$ cat config.mk
export PLATFORM = sky130hd
export DESIGN_NAME = i2c_register_access_master_flat
export DESIGN_NICKNAME = d
export VERILOG_FILES = /design/src/rtl/core/i2cram_pkg.sv /design/src/rtl/core/i2cram_if.sv /design/src/rtl/core/i2cram_cfg.sv /design/src/rtl/core/i2cram_seq.sv /design/src/rtl/core/i2c_register_access_master.sv /design/src/flat_wrapper.sv
export SDC_FILE = /design/constraint.sdc
export NUM_CORES = 1
export LEC_CHECK = 0
export CORE_ASPECT_RATIO = 1.2
export CORE_MARGIN = 1.5
export CORE_UTILIZATION = 35
export DETAILED_ROUTE_END_ITERATION = 10
export DONT_BUFFER_PORTS = 1
export HOLD_SLACK_MARGIN = 0.08
export MAX_ROUTING_LAYER = met4
export SYNTH_ARGS = -nofsm -noshare
export SYNTH_HDL_FRONTEND = slang
export SYNTH_HIERARCHICAL = 1
export SYNTH_SLANG_ARGS = --single-unit
export TNS_END_PERCENT = 100
$ cat constraint.sdc
create_clock -name clk -period 6.1 [get_ports clk]
set_input_delay 0 -clock clk [delete_from_list [all_inputs] [get_ports clk]]
set_output_delay 0 -clock clk [all_outputs]
set_load 0.05 [all_outputs]
$ cat src/rtl/core/i2cram_pkg.sv
// Package: shared types, phase codes and item kinds for the I2C register access master.
`default_nettype none

package i2cram_pkg;

  // Item kinds
  localparam logic [1:0] KIND_TICK  = 2'd0;
  localparam logic [1:0] KIND_READ  = 2'd1;
  localparam logic [1:0] KIND_WRITE = 2'd2;

  // Configuration register indexes
  localparam logic [1:0] CFG_DEV_ADDR  = 2'd0;
  localparam logic [1:0] CFG_HALF_BIT  = 2'd1;
  localparam logic [1:0] CFG_START_STOP = 2'd2;
  localparam logic [1:0] CFG_ACK_TMO   = 2'd3;

  // Configuration reset values
  localparam logic [6:0] DEV_ADDR_RST   = 7'd104;
  localparam logic [7:0] HALF_BIT_RST   = 8'd2;
  localparam logic [7:0] START_STOP_RST = 8'd4;
  localparam logic [7:0] ACK_TMO_RST    = 8'd250;

  // Sequencer phases; send phases are SEND + stage*4 + sub
  localparam logic [4:0] PH_IDLE       = 5'd0;
  localparam logic [4:0] PH_START_SETUP = 5'd1;
  localparam logic [4:0] PH_START_HOLD = 5'd2;
  localparam logic [4:0] PH_RS_LOW     = 5'd3;
  localparam logic [4:0] PH_RS_SETUP   = 5'd4;
  localparam logic [4:0] PH_RS_HOLD    = 5'd5;
  localparam logic [4:0] PH_RD_LOW     = 5'd6;
  localparam logic [4:0] PH_RD_HIGH    = 5'd7;
  localparam logic [4:0] PH_NACK_LOW   = 5'd8;
  localparam logic [4:0] PH_NACK_HIGH  = 5'd9;
  localparam logic [4:0] PH_STOP_LOW   = 5'd10;
  localparam logic [4:0] PH_STOP_SETUP = 5'd11;
  localparam logic [4:0] PH_STOP_FREE  = 5'd12;
  localparam logic [4:0] PH_SEND_ADDR_W = 5'd16;
  localparam logic [4:0] PH_SEND_REG   = 5'd20;
  localparam logic [4:0] PH_SEND_DATA  = 5'd24;
  localparam logic [4:0] PH_SEND_ADDR_R = 5'd28;

  // Send stages
  localparam logic [1:0] STG_ADDR_W = 2'd0;
  localparam logic [1:0] STG_REG    = 2'd1;
  localparam logic [1:0] STG_DATA   = 2'd2;
  localparam logic [1:0] STG_ADDR_R = 2'd3;

  // Send sub-phases
  localparam logic [1:0] SUB_LOW      = 2'd0;
  localparam logic [1:0] SUB_HIGH     = 2'd1;
  localparam logic [1:0] SUB_ACK_LOW  = 2'd2;
  localparam logic [1:0] SUB_ACK_WAIT = 2'd3;

  localparam logic [3:0] BITS_PER_BYTE = 4'd8;

  typedef struct packed {
    logic [6:0] dev_addr;
    logic [7:0] half_bit;
    logic [7:0] start_stop;
    logic [7:0] ack_tmo;
  } cfg_t;

  typedef struct packed {
    logic [1:0] kind;
    logic [7:0] reg_addr;
    logic [7:0] write_data;
    logic       sda_in;
  } item_t;

  typedef struct packed {
    logic       scl_level;
    logic       sda_low;
    logic       busy_res;
    logic       done_res;
    logic [7:0] read_data;
    logic       nack_error;
  } res_t;

endpackage

`default_nettype wire

$ cat src/rtl/core/i2cram_if.sv
// Interfaces: command/tick input channel and bus-level result channel.
`default_nettype none

interface i2cram_in_if;
  logic       valid;
  logic       ready;
  logic [1:0] kind;
  logic [7:0] reg_addr;
  logic [7:0] write_data;
  logic       sda_in;

  modport source (output valid, kind, reg_addr, write_data, sda_in, input ready);
  modport sink (input valid, kind, reg_addr, write_data, sda_in, output ready);
endinterface

interface i2cram_out_if;
  logic       valid;
  logic       ready;
  logic       scl_level;
  logic       sda_low;
  logic       busy_res;
  logic       done_res;
  logic [7:0] read_data;
  logic       nack_error;

  modport source (output valid, scl_level, sda_low, busy_res, done_res, read_data,
                  nack_error, input ready);
  modport sink (input valid, scl_level, sda_low, busy_res, done_res, read_data,
                nack_error, output ready);
endinterface

`default_nettype wire

$ cat src/rtl/core/i2cram_cfg.sv
// Configuration registers: slave address and bus timing.
`default_nettype none

module i2cram_cfg
  import i2cram_pkg::*;
(
  input  wire logic       clk,
  input  wire logic       rst_n,
  input  wire logic       cfg_we,
  input  wire logic [1:0] cfg_index,
  input  wire logic [7:0] cfg_wdata,
  output cfg_t            cfg
);

  cfg_t cfg_r;

  // Register writes
  always_ff @(posedge clk) begin
    if (!rst_n) begin
      cfg_r.dev_addr   <= DEV_ADDR_RST;
      cfg_r.half_bit   <= HALF_BIT_RST;
      cfg_r.start_stop <= START_STOP_RST;
      cfg_r.ack_tmo    <= ACK_TMO_RST;
    end else if (cfg_we) begin
      unique case (cfg_index)
        CFG_DEV_ADDR:   cfg_r.dev_addr   <= cfg_wdata[6:0];
        CFG_HALF_BIT:   cfg_r.half_bit   <= cfg_wdata;
        CFG_START_STOP: cfg_r.start_stop <= cfg_wdata;
        CFG_ACK_TMO:    cfg_r.ack_tmo    <= cfg_wdata;
        default: ;
      endcase
    end
  end

  assign cfg = cfg_r;

endmodule

`default_nettype wire

$ cat src/rtl/core/i2cram_seq.sv
// Bus sequencer: transaction state and the one-step update for each item.
`default_nettype none

module i2cram_seq
  import i2cram_pkg::*;
(
  input  wire logic  clk,
  input  wire logic  rst_n,
  input  wire logic  step,
  input  wire item_t item,
  input  wire cfg_t  cfg,
  output res_t       res
);

  logic [4:0] phase_r, phase_nxt;
  logic [3:0] bit_cnt_r, bit_cnt_nxt;
  logic [7:0] shift_r, shift_nxt;
  logic [7:0] tick_r, tick_nxt;
  logic [7:0] wait_r, wait_nxt;
  logic [7:0] saved_reg_r, saved_reg_nxt;
  logic [7:0] saved_data_r, saved_data_nxt;
  logic       is_write_r, is_write_nxt;
  logic [7:0] last_read_r, last_read_nxt;
  logic       err_r, err_nxt;
  logic       done;

  logic [7:0] tick_inc;
  logic       el_h, el_s;
  logic [3:0] bit_inc;
  logic [7:0] rd_shift;
  logic [1:0] stage, sub;

  // Phase timing: a phase ends when its count reaches the duration (zero acts as one)
  assign tick_inc = tick_r + 8'd1;
  assign el_h     = (tick_inc >= cfg.half_bit) || (tick_inc == 8'd0);
  assign el_s     = (tick_inc >= cfg.start_stop) || (tick_inc == 8'd0);
  assign bit_inc  = bit_cnt_r + 4'd1;
  assign rd_shift = (tick_r == 8'd0) ? {shift_r[6:0], item.sda_in} : shift_r;
  assign stage    = phase_r[3:2];
  assign sub      = phase_r[1:0];

  // Next state for one item
  always_comb begin
    phase_nxt      = phase_r;
    bit_cnt_nxt    = bit_cnt_r;
    shift_nxt      = shift_r;
    tick_nxt       = tick_r;
    wait_nxt       = wait_r;
    saved_reg_nxt  = saved_reg_r;
    saved_data_nxt = saved_data_r;
    is_write_nxt   = is_write_r;
    last_read_nxt  = last_read_r;
    err_nxt        = err_r;
    done           = 1'b0;

    if (item.kind == KIND_TICK) begin
      if (phase_r[4]) begin
        // Byte send: low half, high half, ACK low half, ACK wait
        unique case (sub)
          SUB_LOW: begin
            tick_nxt = el_h ? 8'd0 : tick_inc;
            if (el_h) phase_nxt = phase_r + 5'd1;
          end
          SUB_HIGH: begin
            tick_nxt = el_h ? 8'd0 : tick_inc;
            if (el_h) begin
              shift_nxt   = {shift_r[6:0], 1'b0};
              bit_cnt_nxt = bit_inc;
              if (bit_inc >= BITS_PER_BYTE) begin
                phase_nxt = phase_r + 5'd1;
                wait_nxt  = 8'd0;
              end else begin
                phase_nxt = phase_r - 5'd1;
              end
            end
          end
          SUB_ACK_LOW: begin
            tick_nxt = el_h ? 8'd0 : tick_inc;
            if (el_h) begin
              phase_nxt = phase_r + 5'd1;
              wait_nxt  = 8'd0;
            end
          end
          default: begin
            if (!item.sda_in) begin
              // ACK seen: move on to the next part of the transaction
              tick_nxt = 8'd0;
              unique case (stage)
                STG_ADDR_W: begin
                  phase_nxt   = PH_SEND_REG;
                  shift_nxt   = saved_reg_r;
                  bit_cnt_nxt = 4'd0;
                end
                STG_REG: begin
                  if (is_write_r) begin
                    phase_nxt   = PH_SEND_DATA;
                    shift_nxt   = saved_data_r;
                    bit_cnt_nxt = 4'd0;
                  end else begin
                    phase_nxt = PH_RS_LOW;
                  end
                end
                STG_DATA: phase_nxt = PH_STOP_LOW;
                default: begin
                  phase_nxt   = PH_RD_LOW;
                  bit_cnt_nxt = 4'd0;
                  shift_nxt   = 8'd0;
                end
              endcase
            end else if (wait_r >= cfg.ack_tmo) begin
              // ACK timeout: abort with stop
              err_nxt   = 1'b1;
              phase_nxt = PH_STOP_LOW;
              tick_nxt  = 8'd0;
            end else begin
              wait_nxt = wait_r + 8'd1;
            end
          end
        endcase
      end else begin
        unique case (phase_r)
          PH_START_SETUP: begin
            tick_nxt = el_s ? 8'd0 : tick_inc;
            if (el_s) phase_nxt = PH_START_HOLD;
          end
          PH_START_HOLD: begin
            tick_nxt = el_s ? 8'd0 : tick_inc;
            if (el_s) begin
              phase_nxt   = PH_SEND_ADDR_W;
              shift_nxt   = {cfg.dev_addr, 1'b0};
              bit_cnt_nxt = 4'd0;
            end
          end
          PH_RS_LOW: begin
            tick_nxt = el_h ? 8'd0 : tick_inc;
            if (el_h) phase_nxt = PH_RS_SETUP;
          end
          PH_RS_SETUP: begin
            tick_nxt = el_s ? 8'd0 : tick_inc;
            if (el_s) phase_nxt = PH_RS_HOLD;
          end
          PH_RS_HOLD: begin
            tick_nxt = el_s ? 8'd0 : tick_inc;
            if (el_s) begin
              phase_nxt   = PH_SEND_ADDR_R;
              shift_nxt   = {cfg.dev_addr, 1'b1};
              bit_cnt_nxt = 4'd0;
            end
          end
          PH_RD_LOW: begin
            tick_nxt = el_h ? 8'd0 : tick_inc;
            if (el_h) phase_nxt = PH_RD_HIGH;
          end
          PH_RD_HIGH: begin
            // sample SDA on the first tick of the high half
            shift_nxt = rd_shift;
            tick_nxt  = el_h ? 8'd0 : tick_inc;
            if (el_h) begin
              bit_cnt_nxt = bit_inc;
              if (bit_inc >= BITS_PER_BYTE) begin
                last_read_nxt = rd_shift;
                phase_nxt     = PH_NACK_LOW;
              end else begin
                phase_nxt = PH_RD_LOW;
              end
            end
          end
          PH_NACK_LOW: begin
            tick_nxt = el_h ? 8'd0 : tick_inc;
            if (el_h) phase_nxt = PH_NACK_HIGH;
          end
          PH_NACK_HIGH: begin
            tick_nxt = el_h ? 8'd0 : tick_inc;
            if (el_h) phase_nxt = PH_STOP_LOW;
          end
          PH_STOP_LOW: begin
            tick_nxt = el_s ? 8'd0 : tick_inc;
            if (el_s) phase_nxt = PH_STOP_SETUP;
          end
          PH_STOP_SETUP: begin
            tick_nxt = el_s ? 8'd0 : tick_inc;
            if (el_s) phase_nxt = PH_STOP_FREE;
          end
          PH_STOP_FREE: begin
            tick_nxt = el_s ? 8'd0 : tick_inc;
            if (el_s) begin
              phase_nxt = PH_IDLE;
              done      = 1'b1;
            end
          end
          default: begin
            // idle and unused codes
            phase_nxt = PH_IDLE;
            tick_nxt  = 8'd0;
          end
        endcase
      end
    end else if ((item.kind == KIND_READ || item.kind == KIND_WRITE) &&
                 phase_r == PH_IDLE) begin
      // New command, taken only when idle
      saved_reg_nxt  = item.reg_addr;
      saved_data_nxt = item.write_data;
      is_write_nxt   = (item.kind == KIND_WRITE);
      err_nxt        = 1'b0;
      phase_nxt      = PH_START_SETUP;
      tick_nxt       = 8'd0;
    end
  end

  // State registers
  always_ff @(posedge clk) begin
    if (!rst_n) begin
      phase_r      <= PH_IDLE;
      bit_cnt_r    <= 4'd0;
      shift_r      <= 8'd0;
      tick_r       <= 8'd0;
      wait_r       <= 8'd0;
      saved_reg_r  <= 8'd0;
      saved_data_r <= 8'd0;
      is_write_r   <= 1'b0;
      last_read_r  <= 8'd0;
      err_r        <= 1'b0;
    end else if (step) begin
      phase_r      <= phase_nxt;
      bit_cnt_r    <= bit_cnt_nxt;
      shift_r      <= shift_nxt;
      tick_r       <= tick_nxt;
      wait_r       <= wait_nxt;
      saved_reg_r  <= saved_reg_nxt;
      saved_data_r <= saved_data_nxt;
      is_write_r   <= is_write_nxt;
      last_read_r  <= last_read_nxt;
      err_r        <= err_nxt;
    end
  end

  // Bus levels of the phase reached after this item
  always_comb begin
    res.scl_level  = 1'b1;
    res.sda_low    = 1'b0;
    res.busy_res   = (phase_nxt != PH_IDLE);
    res.done_res   = done;
    res.read_data  = last_read_nxt;
    res.nack_error = err_nxt;
    if (phase_nxt[4]) begin
      res.scl_level = phase_nxt[0];
      res.sda_low   = !phase_nxt[1] && !shift_nxt[7];
    end else begin
      unique case (phase_nxt)
        PH_START_HOLD, PH_RS_HOLD, PH_STOP_SETUP: res.sda_low = 1'b1;
        PH_RS_LOW, PH_RD_LOW, PH_NACK_LOW:        res.scl_level = 1'b0;
        PH_STOP_LOW: begin
          res.scl_level = 1'b0;
          res.sda_low   = 1'b1;
        end
        default: ;
      endcase
    end
  end

endmodule

`default_nettype wire

$ cat src/rtl/core/i2c_register_access_master.sv
// Data path: an item enters the input register when accepted and moves to the result register
// when that register is empty or being drained, where its result is offered; the sequencer
// state advances as the item enters the result register.
// Throughput: one item per cycle while the result side keeps taking items; the
// sequencer state update is the only loop.
// Reset (synchronous, rst_n low): sequencer to idle with all state zero, configuration
// to its defaults, both registers empty. No clearing pass.
`default_nettype none

module i2c_register_access_master
  import i2cram_pkg::*;
(
  input  wire logic       clk,
  input  wire logic       rst_n,
  i2cram_in_if.sink       in_ch,
  i2cram_out_if.source    out_ch,
  input  wire logic       cfg_we,
  input  wire logic [1:0] cfg_index,
  input  wire logic [7:0] cfg_wdata
);

  cfg_t  cfg;
  item_t in_item_r;
  logic  in_valid_r;
  res_t  step_res;
  res_t  out_res_r;
  logic  out_valid_r;
  logic  advance;

  // An item moves to the result register when that register is empty or being drained
  assign advance     = in_valid_r && (!out_valid_r || out_ch.ready);
  assign in_ch.ready = !in_valid_r || advance;

  i2cram_cfg u_cfg (
    .clk       (clk),
    .rst_n     (rst_n),
    .cfg_we    (cfg_we),
    .cfg_index (cfg_index),
    .cfg_wdata (cfg_wdata),
    .cfg       (cfg)
  );

  // Input register
  always_ff @(posedge clk) begin
    if (!rst_n) begin
      in_valid_r <= 1'b0;
    end else if (in_ch.ready) begin
      in_valid_r <= in_ch.valid;
    end
  end

  always_ff @(posedge clk) begin
    if (in_ch.valid && in_ch.ready) begin
      in_item_r.kind       <= in_ch.kind;
      in_item_r.reg_addr   <= in_ch.reg_addr;
      in_item_r.write_data <= in_ch.write_data;
      in_item_r.sda_in     <= in_ch.sda_in;
    end
  end

  i2cram_seq u_seq (
    .clk   (clk),
    .rst_n (rst_n),
    .step  (advance),
    .item  (in_item_r),
    .cfg   (cfg),
    .res   (step_res)
  );

  // Result register
  always_ff @(posedge clk) begin
    if (!rst_n) begin
      out_valid_r <= 1'b0;
    end else if (advance) begin
      out_valid_r <= 1'b1;
    end else if (out_ch.ready) begin
      out_valid_r <= 1'b0;
    end
  end

  always_ff @(posedge clk) begin
    if (advance) begin
      out_res_r <= step_res;
    end
  end

  assign out_ch.valid      = out_valid_r;
  assign out_ch.scl_level  = out_res_r.scl_level;
  assign out_ch.sda_low    = out_res_r.sda_low;
  assign out_ch.busy_res   = out_res_r.busy_res;
  assign out_ch.done_res   = out_res_r.done_res;
  assign out_ch.read_data  = out_res_r.read_data;
  assign out_ch.nack_error = out_res_r.nack_error;

endmodule

`default_nettype wire

$ cat src/flat_wrapper.sv
// flat-port wrapper written by rule: the top's interface ports become plain ports
module i2c_register_access_master_flat import i2cram_pkg::*;
  (clk, rst_n, cfg_we, cfg_index, cfg_wdata, in_ch_valid, in_ch_kind, in_ch_reg_addr, in_ch_write_data, in_ch_sda_in, in_ch_ready, out_ch_valid, out_ch_scl_level, out_ch_sda_low, out_ch_busy_res, out_ch_done_res, out_ch_read_data, out_ch_nack_error, out_ch_ready);
  i2cram_in_if in_ch_i ();
  i2cram_out_if out_ch_i ();
  input  wire logic clk;
  input  wire logic rst_n;
  input  wire logic cfg_we;
  input  wire logic [1:0] cfg_index;
  input  wire logic [7:0] cfg_wdata;
  input wire logic [$bits(in_ch_i.valid)-1:0] in_ch_valid;
  input wire logic [$bits(in_ch_i.kind)-1:0] in_ch_kind;
  input wire logic [$bits(in_ch_i.reg_addr)-1:0] in_ch_reg_addr;
  input wire logic [$bits(in_ch_i.write_data)-1:0] in_ch_write_data;
  input wire logic [$bits(in_ch_i.sda_in)-1:0] in_ch_sda_in;
  output wire logic [$bits(in_ch_i.ready)-1:0] in_ch_ready;
  output wire logic [$bits(out_ch_i.valid)-1:0] out_ch_valid;
  output wire logic [$bits(out_ch_i.scl_level)-1:0] out_ch_scl_level;
  output wire logic [$bits(out_ch_i.sda_low)-1:0] out_ch_sda_low;
  output wire logic [$bits(out_ch_i.busy_res)-1:0] out_ch_busy_res;
  output wire logic [$bits(out_ch_i.done_res)-1:0] out_ch_done_res;
  output wire logic [$bits(out_ch_i.read_data)-1:0] out_ch_read_data;
  output wire logic [$bits(out_ch_i.nack_error)-1:0] out_ch_nack_error;
  input wire logic [$bits(out_ch_i.ready)-1:0] out_ch_ready;
  assign in_ch_i.valid = in_ch_valid;
  assign in_ch_i.kind = in_ch_kind;
  assign in_ch_i.reg_addr = in_ch_reg_addr;
  assign in_ch_i.write_data = in_ch_write_data;
  assign in_ch_i.sda_in = in_ch_sda_in;
  assign in_ch_ready = in_ch_i.ready;
  assign out_ch_valid = out_ch_i.valid;
  assign out_ch_scl_level = out_ch_i.scl_level;
  assign out_ch_sda_low = out_ch_i.sda_low;
  assign out_ch_busy_res = out_ch_i.busy_res;
  assign out_ch_done_res = out_ch_i.done_res;
  assign out_ch_read_data = out_ch_i.read_data;
  assign out_ch_nack_error = out_ch_i.nack_error;
  assign out_ch_i.ready = out_ch_ready;
  i2c_register_access_master u_core (.clk(clk), .rst_n(rst_n), .in_ch(in_ch_i), .out_ch(out_ch_i), .cfg_we(cfg_we), .cfg_index(cfg_index), .cfg_wdata(cfg_wdata));
endmodule
After elaboration in Yosys (flattened, before gate mapping) --
Index checks and enable logic that the tools add are counted.
Storage, ports and cells: ROM bits 0, word-level logic and storage cells 199, memories kept 0, output and inout port bits 15, bits in latches 0, RAM bits 0, bits in registers 124
Operators by class: bitwise gates (word level) 3, reduce and logical (&&, ||, !) cells 43, divide/modulo/power cells 0, order comparisons 4, multiply operators 0, add/sub/neg operators 5, shifts and indexed selects 0, muxes and demuxes 76, eq/ne operators 41
Operators with widths (number):
- $mux 8 | 26
- $pmux 8 s3 | 3
- $mux 4 | 16
- $pmux 5 s12 | 1
- $mux 5 | 11
- $eq 5x4->1 const B | 8
- $pmux 8 s2 | 2
- $eq 5x3->1 const B | 6
- $ge 8x8->1 | 3
- $pmux 4 s2 | 3
- $eq 5x2->1 const B | 4
- $add 8x1->8 const B | 2
- $logic_not 8->1 | 2
- $ne 3x3->1 const B | 5
- $pmux 5 s3 | 1
- $mux 1 | 11
- $eq 2x2->1 const B | 5
- $pmux 5 s2 | 1
- $reduce_and 10->1 | 1
- $reduce_and 9->1 | 1
- $eq 2x1->1 const B | 4
- $logic_not 2->1 | 4
- $ne 2x2->1 const B | 4
- $reduce_and 2->1 | 4
- other kinds (25) | 44

Longest topological paths before layout --
word-level depth 11, depth in mapped cells 22, mapped depth without buffers 20

Hierarchy --
Netlist, hierarchy kept.
Modules (own cells, without submodules):
- i2cram_seq | cells an instance 645, instances 1, area an instance 4911.0 sq um
- i2cram_cfg | cells an instance 125, instances 1, area an instance 1242.4 sq um
- i2c_register_access_master | cells an instance 41, instances 1, area an instance 1064.8 sq um

Worst setup path before layout --
Ideal clock, no wire load.
path type register to register, start register u_core.u_seq.tick_r[0], end register u_core.out_res_r, in the netlist u_core/out_ch.sda_low, data pin, stages on the path, launching flop included 23, path slack 1543 ps, clock period less this slack 4557 ps, data required time 5840 ps, path buffers 2, arrival 4297 ps, cell sequence dfxtp_1 ha_1 clkbuf_1 nand3_1 xnor2_1 ha_1 a21o_1 a21oi_1 o21ai_0 maj3_2 a211o_4 inv_6 buf_8 ha_1 a21oi_1 a2111oi_0 a21o_1 o31ai_1 a2bb2oi_1 o22a_1 nand4_1 o21ai_1 mux2_4
RTL lines:
- from (decl) | RTL line i2cram_seq.sv:18 | logic [7:0] tick_r, tick_nxt;
- from (signal assigned) | RTL line i2cram_seq.sv:227 | tick_r <= tick_nxt;
- to (signal assigned) | RTL line i2c_register_access_master.sv:83 | out_res_r <= step_res;
- to (decl) | RTL line i2c_register_access_master.sv:26 | res_t out_res_r;

==> results.md <==
- Status: finished, final reports clean
- Routed Antenna Nets: 0
- LEAKAGE: 3.30 nW
- Clock Skews: 20.1 ps
- CP most frequent cell: ha_1
- Register Area: 2800 sq um
- Met2 Use GR: 31.1%
- GR Overflow Total: 0
- Met1 Use GR: 20.9%
- Cell Area, Synth: 7220 sq um
- Core area: 20300 sq um
- Max_cap viols: 0
- Biggest cell delay along the critical path: 450 ps
- TritonRoute pass-1 iters: 5
- I/O pins: 49
- HP Start: cfg_index[0]
- Worst slew pin tran: 1030 ps
- Worst Path Buf+Inv: 1
- Share of cells above drive strength 1: 8.12%
- Worst hold slack: 105 ps
- Syn Nets: 885
- Via count: 6041
- Post-synth EDFFs: 32
- Worst min path class: in -> reg
- Total inserted antenna cells: 0
- Initial DRC count: 415
- Initial antenna violation count: 0
- # setup viols final: 0
- Detailed placement HPWL: 13.0 mm
- CP cell instances: ha_1 > nand3_1 > xnor2_1 > ha_1 > a21o_1 > a21oi_1 > o21ai_0 > maj3_2 > a211o_4 > inv_6 > ha_1 > a21oi_1 > a2111oi_0 > a21o_1 > o31ai_1 > a2bb2oi_1 > o22a_1 > nand4_1 > o21ai_1 > mux2_4
- Area Growth Syn to Fin: 15.6%
- Ys async rst share: 0%
- FF+latch count, synth: 124
- H-tree depth: 4
- GRT busiest layer: met2
- Die height: 160 um
- Synthesized instance count: 811
- Num rows: 57
- Post-layout nets: 898
- Worst-Skew Late Latency: 420 ps
- Req. time, crit path: 6280 ps
- Die width: 134 um
- Via-per-instance ratio: 5.48
- Routed wire length: 18.6 mm
- Synth Area per Inst: 8.90 sq um
- Vias in the first global route: 5978
- Yosys warning count: 6
- Slack of the worst reg-to-reg path: 1100 ps
- Crit-path max FO: 13
- Multi-input combinational cell area: 3970 sq um
- Reg2Reg Capture Point: u_core/out_ch.sda_low$_DFFE_PP_
- Total GRT Usage: 18.5%
- Period utilization: 81.9%
- Port-buffer cells: 0
- Slew Limit Fails: 0
- # DRC: 0
- Die area: 21500 sq um
- Crit path max-delay family: compound AO/OA/AOI/OAI gates
- First-pass GRT wire length: 30.5 mm
- CTS sink count: 124
- Post-layout min period: 5000 ps
- Fmax achieved: 0.200 GHz
- RSZ-0062 raised after global routing: no
- Share of Yosys cell area claimed by the top area cell type: 25.5%
- CTS tree: built
- Total CTS buffers: 17
- CTS clk-pin slew, worst paths: 60 ps
- Final hold vios: 0
- Root Buffer: clkbuf_16
- Post-synth top area cell: dfxtp_1
- Slowest-stage cell, CP: dfxtp_1
- Setup TNS Final: 0 ps
- Fill cell count: 2046
- Initial Util: 35.6%
- GPL Wtd Cong: 0.939
- CP startpoint kind: flip-flop
- CTS max path bufs: 2
- Relative slew slack: 31.2%
- Main synth FF type: dfxtp_1
- Critical path startpoint: u_core/u_seq/tick_r[0]$_SDFFE_PN0P_
- R2r worst-path depth: 20
- CP Depth: 20
- Crit. End Element: flip-flop
- Post-DR wirelength/cell: 16.9 um
- Postcts setup bufs: 0
- Worst Path Arrival: 5180 ps
- Worst reg2reg startpoint: u_core/u_seq/tick_r[0]$_SDFFE_PN0P_
- Met3 usage: 3.03%
- Netlist cell types: 86
- Largest net degree at the start of global routing: 52
- Final core utilization: 41.2%
- Kind of critical path: reg -> reg
- Pwr per Cell Area: 254 nW/um^2
- Worst VDD drop: 0.180 mV
- Crit path capture: u_core/out_ch.sda_low$_DFFE_PP_
- Synth area leaders: dfxtp_1 (26%), edfxtp_1 (13%), ha_1 (6.9%)
- Post-synthesis sequential area ratio: 38.8%
-- power by group --
part	switching (mW)	leakage [nW]	total [mW]	internal (mW)
clock network	0.362	0.291	1.01	0.652
logic	0.122	1.96	0.200	0.0774
registers	0.0368	1.05	0.909	0.872
total	0.521	3.30	2.12	1.60
-- stage by stage --
step	std cells	cell area [sq um]	power [mW]	setup WS, ps
after global routing	1102	8350	2.20	679
after global placement	1028	7320	1.09	1260
after detailed placement	1028	7320	1.09	1180
after CTS	1102	8350	2.15	1150
after floorplan	811	7220	1.06	1540
final	1102	8350	2.12	1100
-- metal layers --
metal	part of all wire (%)	vias up
met3	4.2	53
met2	51	193
met4	4.3	0
met5	0	-
li1	-	2947
met1	41	2848
-- flip-flops by register name, indices dropped and copies added (netlist names), 4 cells and up --
register and flops:
u_core/in_item_r 19, u_core/out_ch.read_data 8, u_core/u_cfg/cfg 31, u_core/u_seq/bit_cnt_r 4, u_core/u_seq/last_read_r 8, u_core/u_seq/phase_r 5, u_core/u_seq/saved_data_r 8, u_core/u_seq/saved_reg_r 8
u_core/u_seq/shift_r 8, u_core/u_seq/tick_r 8, u_core/u_seq/wait_r 8
-- cells in the final DEF (no fill, tap or decap), types with 4 or more instances in the layout --
master | Yosys | layout
a211oi_1 | 11 | 11
a21o_1 | 9 | 9
a21oi_1 | 44 | 43
a221oi_1 | 4 | 4
a222oi_1 | 5 | 5
a22oi_1 | 15 | 15
a31oi_1 | 10 | 10
and2_1 | 4 | 4
and3_1 | 6 | 6
buf_4 | 4 | 5
clkbuf_16 | 0 | 17
clkinv_2 | 0 | 4
dfxtp_1 | 92 | 92
dlygate4sd3_1 | 0 | 41
edfxtp_1 | 32 | 32
ha_1 | 40 | 40
inv_1 | 44 | 44
mux2_2 | 4 | 4
mux2i_1 | 45 | 45
nand2_1 | 102 | 102
nand2b_1 | 6 | 6
nand3_1 | 21 | 21
nand3b_1 | 5 | 5
nand4_1 | 12 | 12
nor2_1 | 63 | 63
nor2b_1 | 15 | 14
nor3_1 | 10 | 9
o211ai_1 | 8 | 8
o21ai_0 | 40 | 40
o21bai_1 | 4 | 4
o221ai_1 | 6 | 6
o22ai_1 | 7 | 7
xnor2_1 | 10 | 10
xor2_1 | 13 | 13
-- cells by family (layout without fill, tap and decap cells) --
logic type	after synthesis	count (layout)	synth area share, %
AND/OR/NAND/NOR	269	269	18.2
flip-flops	124	124	38.8
multiplexers	50	50	7.07
XOR/XNOR	24	24	3.02
adder cells (fa/ha/maj)	43	43	7.37
AO/OA/AOI/OAI	202	202	19.2
buffers and inverters	99	125	6.29
-- worst register-to-register path: stages (launching register included) --
cell and delay, ps:
dfxtp_1 450, ha_1 360, nand3_1 200, xnor2_1 270, ha_1 290, a21o_1 180
a21oi_1 130, o21ai_0 170, maj3_2 400, a211o_4 420, inv_6 140, ha_1 160
a21oi_1 40, a2111oi_0 440, a21o_1 140, o31ai_1 100, a2bb2oi_1 160, o22a_1 280
nand4_1 100, o21ai_1 80, mux2_4 270
-- cell usage after synthesis (all sizes together), types with 3 or more instances --
master,instances
a2111oi,4
nand4,12
a31oi,11
nor2,65
and3,8
nor4,3
a211o,4
xnor2,10
ha,40
maj3,3
a21oi,45
o211ai,9
nand2b,6
nand3,21
o22ai,8
a222oi,5
inv,45
nand3b,6
nor2b,16
o21bai,4
clkbuf,36
xor2,14
edfxtp,32
a21o,9
or3,3
o221ai,6
a221oi,4
dfxtp,92
mux2i,45
a211oi,11
and2,4
nor3,10
mux2,5
o21ai,44
a22oi,15
buf,17
o2111ai,3
nand2,104
-- layout make-up --
type,count,share of cell area (%)
Clock inverter,11,1.72
Inverter,46,2.13
Sequential cell,124,33.6
Timing Repair Buffer,47,5.61
Multi-Input combinational cell,588,47.6
Clock buffer,21,5.40
Tap cell,265,3.97
-- worst min path at each step --
stage                                         to  cells after the start  slack [ps]
2_1_floorplan      u_core/in_item_r[0]$_DFFE_PP_                      0         100
4_1_cts        u_core/u_cfg/cfg[26]$_SDFFE_PN0P_                      2          90
3_5_place_dp      u_core/in_item_r[17]$_DFFE_PP_                      0         100
6_report       u_core/u_cfg/cfg[26]$_SDFFE_PN0P_                      2         110
3_3_place_gp       u_core/in_item_r[0]$_DFFE_PP_                      0         100
5_1_grt        u_core/u_cfg/cfg[30]$_SDFFE_PN1P_                      2         120
-- repair_timing --
action                    4_1_cts  5_1_grt
gates resized for setup         0        0
hold endpoints to repair      104        0
hold buffers                   42        0
Power figures use the tool's default switching activity.
